`config.mk`:
```
export PLATFORM = sky130hd
export DESIGN_NAME = hsr_ctrl
export DESIGN_NICKNAME = d
export VERILOG_FILES = /design/src/rtl/core/hsr_pkg.sv /design/src/rtl/core/hsr_ctrl.sv
export SDC_FILE = /design/constraint.sdc
export NUM_CORES = 1
export LEC_CHECK = 0
export ABC_AREA = 1
export BUFFER_PORTS_ARGS = -buffer_cell sky130_fd_sc_hd__buf_4
export CAP_MARGIN = 20
export CORE_AREA = 4 4 41 43
export CTS_BUF_LIST = sky130_fd_sc_hd__clkbuf_8
export DETAILED_ROUTE_END_ITERATION = 10
export DIE_AREA = 0 0 45 47
export PLACE_DENSITY = 0.62
export SYNTH_ARGS = -nofsm -noshare
export SYNTH_HDL_FRONTEND = slang
export SYNTH_SLANG_ARGS = --single-unit
```
`constraint.sdc`:
```
create_clock -name i_clk -period 2.25 [get_ports i_clk]
set_input_delay 0.1125 -clock i_clk [delete_from_list [all_inputs] [get_ports i_clk]]
set_output_delay 0.1125 -clock i_clk [all_outputs]
set_load 0.005 [all_outputs]
```
`src/rtl/core/hsr_pkg.sv`:
```
package hsr_pkg;

    // fixed field widths of the record channels
    localparam int KEY_W = 48;
    localparam int PAY_W = 64;

    typedef struct packed {
        logic [KEY_W-1:0] record_key;
        logic [PAY_W-1:0] record_payload;
        logic             final_record;
    } t_in_rec;

    typedef struct packed {
        logic [KEY_W-1:0] sorted_key;
        logic [PAY_W-1:0] sorted_payload;
        logic             end_of_set;
        logic             records_dropped;
    } t_out_rec;

    // read port address selection
    typedef logic [2:0] t_rd_sel;
    localparam t_rd_sel RD_NONE     = 3'd0;
    localparam t_rd_sel RD_TOP      = 3'd1;
    localparam t_rd_sel RD_SORT     = 3'd2;
    localparam t_rd_sel RD_CHILD    = 3'd3;
    localparam t_rd_sel RD_EMIT0    = 3'd4;
    localparam t_rd_sel RD_EMIT_NXT = 3'd5;

    // write port selection
    typedef logic [2:0] t_wr_sel;
    localparam t_wr_sel WR_NONE  = 3'd0;
    localparam t_wr_sel WR_LOAD  = 3'd1;
    localparam t_wr_sel WR_ROOT  = 3'd2;
    localparam t_wr_sel WR_CHILD = 3'd3;
    localparam t_wr_sel WR_SWAP  = 3'd4;

    typedef struct packed {
        logic    take_in;
        t_rd_sel rd_sel;
        t_wr_sel wr_sel;
        logic    build_init;
        logic    top_dec;
        logic    root_top;
        logic    emit_first;
        logic    emit_next;
        logic    out_load;
        logic    finish;
    } t_cmd;

    typedef struct packed {
        logic in_final;
        logic child_out;
        logic go_down;
        logic top_zero;
        logic last_zero;
        logic out_taken;
        logic out_end;
    } t_sts;

endpackage

```
`src/rtl/core/hsr_ctrl.sv`:
```
module hsr_ctrl (
    input  logic          i_clk,
    input  logic          i_rst_n,
    input  hsr_pkg::t_sts i_sts,
    output hsr_pkg::t_cmd o_cmd
);

    localparam logic [3:0] ST_IDLE    = 4'd0;
    localparam logic [3:0] ST_BINIT   = 4'd1;
    localparam logic [3:0] ST_BRD     = 4'd2;
    localparam logic [3:0] ST_BROOT   = 4'd3;
    localparam logic [3:0] ST_SRD     = 4'd4;
    localparam logic [3:0] ST_SCMP    = 4'd5;
    localparam logic [3:0] ST_SORT_RD = 4'd6;
    localparam logic [3:0] ST_SORT_SW = 4'd7;
    localparam logic [3:0] ST_EMIT0   = 4'd8;
    localparam logic [3:0] ST_ELOAD   = 4'd9;
    localparam logic [3:0] ST_EWAIT   = 4'd10;

    logic [3:0] r_state;
    logic [3:0] n_state;
    logic       r_sort;
    logic       n_sort;
    logic       sift_done;

    always_ff @(posedge i_clk) begin
        if (!i_rst_n) begin
            r_state <= ST_IDLE;
            r_sort  <= 1'b0;
        end else begin
            r_state <= n_state;
            r_sort  <= n_sort;
        end
    end

    always_comb begin
        o_cmd     = '0;
        n_state   = r_state;
        n_sort    = r_sort;
        sift_done = 1'b0;
        case (r_state)
            ST_IDLE: begin
                o_cmd.take_in = 1'b1;
                o_cmd.wr_sel  = hsr_pkg::WR_LOAD;
                if (i_sts.in_final) begin
                    n_state = ST_BINIT;
                end
            end
            ST_BINIT: begin
                o_cmd.build_init = 1'b1;
                n_sort           = 1'b0;
                n_state          = ST_BRD;
            end
            ST_BRD: begin
                o_cmd.rd_sel = hsr_pkg::RD_TOP;
                n_state      = ST_BROOT;
            end
            ST_BROOT: begin
                o_cmd.root_top = 1'b1;
                n_state        = ST_SRD;
            end
            ST_SRD: begin
                if (i_sts.child_out) begin
                    o_cmd.wr_sel = hsr_pkg::WR_ROOT;
                    sift_done    = 1'b1;
                end else begin
                    o_cmd.rd_sel = hsr_pkg::RD_CHILD;
                    n_state      = ST_SCMP;
                end
            end
            ST_SCMP: begin
                if (i_sts.go_down) begin
                    o_cmd.wr_sel = hsr_pkg::WR_CHILD;
                    n_state      = ST_SRD;
                end else begin
                    o_cmd.wr_sel = hsr_pkg::WR_ROOT;
                    sift_done    = 1'b1;
                end
            end
            ST_SORT_RD: begin
                o_cmd.rd_sel = hsr_pkg::RD_SORT;
                n_state      = ST_SORT_SW;
            end
            ST_SORT_SW: begin
                o_cmd.wr_sel = hsr_pkg::WR_SWAP;
                n_sort       = 1'b1;
                n_state      = ST_SRD;
            end
            ST_EMIT0: begin
                o_cmd.emit_first = 1'b1;
                o_cmd.rd_sel     = hsr_pkg::RD_EMIT0;
                n_state          = ST_ELOAD;
            end
            ST_ELOAD: begin
                o_cmd.out_load = 1'b1;
                n_state        = ST_EWAIT;
            end
            ST_EWAIT: begin
                if (i_sts.out_taken) begin
                    if (i_sts.out_end) begin
                        o_cmd.finish = 1'b1;
                        n_state      = ST_IDLE;
                    end else begin
                        o_cmd.emit_next = 1'b1;
                        o_cmd.rd_sel    = hsr_pkg::RD_EMIT_NXT;
                        n_state         = ST_ELOAD;
                    end
                end
            end
            default: begin
                n_state = ST_IDLE;
            end
        endcase

        // after a sift: next build node, next extraction, or emit
        if (sift_done) begin
            if (!r_sort && !i_sts.top_zero) begin
                o_cmd.top_dec = 1'b1;
                n_state       = ST_BRD;
            end else if (i_sts.last_zero) begin
                n_state = ST_EMIT0;
            end else begin
                n_state = ST_SORT_RD;
            end
        end
    end

endmodule

```
== Word-level counts from Yosys, hierarchy flattened ==
Index checks and enable logic that the tools add are counted.
Operators by class
  $lt $le $gt $ge: 0
  $add $sub $neg: 0
  $mul: 0
  reductions and logical operators: 7
  div/mod/pow operators: 0
  mux-type cells: 33
  equal/unequal tests: 14
  bitwise gates (word level): 0
  shift-type cells: 0
Operators with widths (number)
  4-bit case mux with 10 select lines: 1
  4-bit 2-to-1 mux: 8
  4-bit by 3-bit equality test with 1-bit output, second input constant: 4
  1-bit 2-to-1 mux: 16
  3-bit case mux with 5 select lines: 1
  4-bit equality test, second input constant: 3
  3-bit inequality test, second input constant: 4
  3-bit case mux with 4 select lines: 1
  4-bit by 2-bit equality test with 1-bit output, second input constant: 2
  3-bit 2-to-1 mux: 2
  4-bit by 1-bit equality test with 1-bit output, second input constant: 1
  4-bit zero test: 1
  2-bit 2-to-1 mux: 2
  1-bit case mux with 2 select lines: 2
  4-bit AND reduction: 1
  1-bit zero test: 2
  2-bit nonzero test: 1
  2-bit OR reduction: 1
  1-bit logical AND: 1
Storage, ports and cells
  RAM bits: 0
  latch bits: 0
  bits in read-only memories: 0
  input bits: 9
  output and inout port bits: 14
  logic and storage cells: 56
  memories: 0
  register bits: 5

== Longest topological paths before layout ==
  depth in word-level cells: 4
  mapped depth: 8
  gate-level depth less buffers: 8

== Worst setup path after synthesis ==
Ideal clock, no wire load.
  path kind: register -> output
  from: reg r_state[3]
  to: out o_cmd[10] (netlist bit)
  required time: 2.138 ns
  path buffers: 0
  cell stages (with the launch flop): 7
  arrival time: 0.987 ns
  setup slack: 1.150 ns
  path through: dfxtp_1 inv_2 nor2_4 nand3_2 nor2_2 inv_2 o211ai_1
RTL lines
  from (decl): line hsr_ctrl.sv:20  | logic [3:0] r_state;
  from (signal assigned): line hsr_ctrl.sv:31  | r_state <= n_state;
  to (decl): line hsr_ctrl.sv:5  | output hsr_pkg::t_cmd o_cmd

==> impl_summary.log <==
INFO  metric nets_in_the_synthesized_netlist = 90
INFO  metric critical_path_class = reg2out
INFO  metric yosysSeqAreaShare = 21.6%
INFO  metric leakagePower = 0.408 nW
INFO  metric syn-cell-area = 464 um2
INFO  metric worst-slew-pin-transition = 276 ps
INFO  metric detail_route.vias_per_cell = 4.57
INFO  metric post-route-drc-count = 0
INFO  metric fillerInstances = 143
INFO  metric edff_count_synth = 0
INFO  metric setup_repair_after_global_routing_missed_its_margin = no
INFO  metric ys_ff_latch = 5
INFO  metric cp-end-kind = output port
INFO  metric cts.hold.buffers_added = 0
INFO  metric layout.cells.most_common = buf_4
INFO  metric post_synth.cell_area_avg = 5.73 um2
INFO  metric via_count_of_the_first_global_routing_pass = 471
INFO  metric worst-r2r-cell-count = 6
INFO  metric achievable-frequency = 660 MHz
INFO  metric worst_slew_margin_rel = 81.4%
INFO  metric pwr_density_cell = 1130 nW/um2
INFO  metric cap_violations = 0
INFO  metric synth_ff_type = dfxtp_1
INFO  metric final_period_minus_worst_setup_slack = 1520 ps
INFO  metric num_rows = 13
INFO  metric avgRoutedWirePerCell = 9.09 um
INFO  metric yosys.cell_types.count = 15
INFO  metric final_cell_mix = 22 x buf_4, 21 x nand2_1, 17 x inv_1, 9 x nor2_1, 8 x nand3_1
INFO  metric dieArea = 2120 um2
INFO  metric vias = 557
INFO  metric cp_slowest_stage_delay = 460 ps
INFO  metric worstSkewPairLatency = 220 ps
INFO  metric detailedPlacementHpwl = 979 um
INFO  metric final_ant_viol_nets = 0
INFO  metric switching_share = 43.6%
INFO  metric cts.repair.resized = 0
INFO  metric result_of_the_run = finished, final reports clean
INFO  metric routed_wl = 1110 um
INFO  metric io_buffer_count = 22
INFO  metric clockRootBuffer = clkbuf_8
INFO  metric power_report.internal_total = 0.440 mW
INFO  metric first_iter_violations = 4
INFO  metric critical_path_most_common_cell = inv_2
INFO  metric coreArea = 1300 um2
INFO  metric async_flop_share = 0%
INFO  metric setup_violations = 0
INFO  metric grt_first_pass_wirelength = 1810 um
INFO  metric die_h = 47 um
INFO  metric cp_slowest_cell = dfxtp_1
INFO  metric arrival_worst_endpoint = 1400 ps
INFO  metric gr-usage-all-layers = 11.8%
INFO  metric hold_ws = 99.1 ps
INFO  metric holdPathStages = 3
INFO  metric finalSetupTns = 0 ps
INFO  metric clock_power_share = 20.1%
INFO  metric clk_path_buf_depth = 2
INFO  metric largest_net_degree_at_the_start_of_global_routing = 7
INFO  metric chipWidth = 45 um
INFO  metric cts_made_buffers = 3
INFO  metric cts_tree = done
INFO  metric num_antenna_cells = 0
INFO  metric timing.final.crit_share = 67.4%
INFO  metric timing.critical_path.cells = inv_2 -> nor2_4 -> nand3_2 -> nor2_2 -> inv_2 -> o211ai_1 -> buf_4
INFO  metric worst_hold_path_type = in2reg
INFO  metric cp.required = 2140 ps
INFO  metric postCtsSetupRepairBufs = 0
INFO  metric worst_path_dominant_cell_family = flip-flops
INFO  metric place_worst_setup_slack = 958 ps
INFO  metric clock-skew-final = 1.61 ps
INFO  metric clock_tree.htree_level_count = 1
INFO  metric clock_sinks = 5
INFO  metric power.share.combinational = 58.7%
INFO  metric crit_path_max_fanout = 6
INFO  metric syn2layout_area_growth = 49.3%
INFO  metric synth.yosys.warnings = 0
INFO  metric final_net_count = 117
INFO  metric number_of_antenna_violations_at_the_first_check_in_global_routing = 0
INFO  metric global_route.overflow_total = 0
INFO  metric cp.buffers_inverters = 3
INFO  metric post_synth_inst_count = 81
INFO  metric clkSlewWorstSetupHoldPaths = 30 ps
INFO  metric post-route-worst-setup-slack = 734 ps
INFO  metric power_switching = 0.340 mW
INFO  metric setup.worst_path.start_class = flop
INFO  metric drt_first_pass_iters = 4
INFO  metric starting_density_of_the_core = 35.7%
INFO  metric fraction_of_layout_cells_with_a_size_suffix_above_1 = 35.5%
INFO  metric worst_ir_drop_vdd = 0.000548 V
INFO  metric cp_num_cells = 7
INFO  metric floorplan.io_pins = 23
INFO  metric place.gp.congestion = 0.843
INFO  metric power.share.sequential = 21.2%
INFO  metric finalHoldViolCount = 0
INFO  metric timing.final.max_slew_violations = 0
[power groups by stage]
| stage | clock [mW] | sequential [mW] | combinational [mW] |
|---|---|---|---|
| after floorplan | 0 | 0.161 | 0.285 |
| after global placement | 0 | 0.166 | 0.476 |
| after detailed placement | 0 | 0.167 | 0.463 |
| after CTS | 0.160 | 0.165 | 0.466 |
| after global routing | 0.167 | 0.172 | 0.518 |
| final | 0.157 | 0.165 | 0.458 |
[state kept, by name, indices dropped and copies added (netlist names)]
name,count
r_sort,1
r_state,4
[final cells by class]
cell class / count / area (um2) / share of cell area (%)
Multi-Input combinational cell: 56 / 289 / 41.7
Timing Repair Buffer: 22 / 165 / 23.8
Sequential cell: 5 / 100 / 14.4
Inverter: 20 / 75.1 / 10.8
Clock buffer: 3 / 41.3 / 5.96
Tap cell: 15 / 18.8 / 2.71
Clock inverter: 1 / 3.75 / 0.542
[kinds of logic after synthesis]
logic type,share of synthesized area (%)
buffers and inverters,16.2
DFF,21.6
and+or+nand+nor,56.3
AOI/OAI and AO/OA,5.93
[routing by layer]
metal | GRT usage [%] | wire length [um]
met1 | 13.6 | 488
met2 | 19.5 | 521
met3 | 1.92 | 90
met4 | 8.77 | 8
met5 | 0 | 0
[synth_stat cells (2+ instances only)]
library cell | n | area [um2]
nor2_4 | 4 | 45.0
dfxtp_1 | 5 | 100
nand3_2 | 2 | 20.0
nand3b_1 | 2 | 15.0
nand2_1 | 21 | 78.8
nor2_2 | 2 | 12.5
nand3_1 | 8 | 40.0
nor3_1 | 2 | 10.0
a21oi_1 | 3 | 15.0
inv_1 | 16 | 60.1
nor2_1 | 9 | 33.8
inv_2 | 4 | 15.0
[through the flow]
stage / util [%] / power (mW) / instances / area (um2)
after CTS: 53.3 / 0.792 / 122 / 693
after global placement: 49.8 / 0.642 / 118 / 648
final: 53.3 / 0.780 / 122 / 693
after detailed placement: 49.8 / 0.630 / 118 / 648
after floorplan: - / 0.446 / 81 / 464
after global routing: 53.3 / 0.856 / 122 / 693
[worst paths after layout]
kind,from,to,slack [ps]
worst max-delay path,r_state[3],o_cmd[10],730
worst min-delay path,i_rst_n,r_state[1],100
worst max register to register,r_state[3],r_state[0],1060
worst min register to register,r_sort,r_sort,490
[worst min-delay path, cell delays in order]
cell and delay, ps:
buf_4 90, nand2_1 50, inv_1 40
Power figures use the tool's default switching activity.
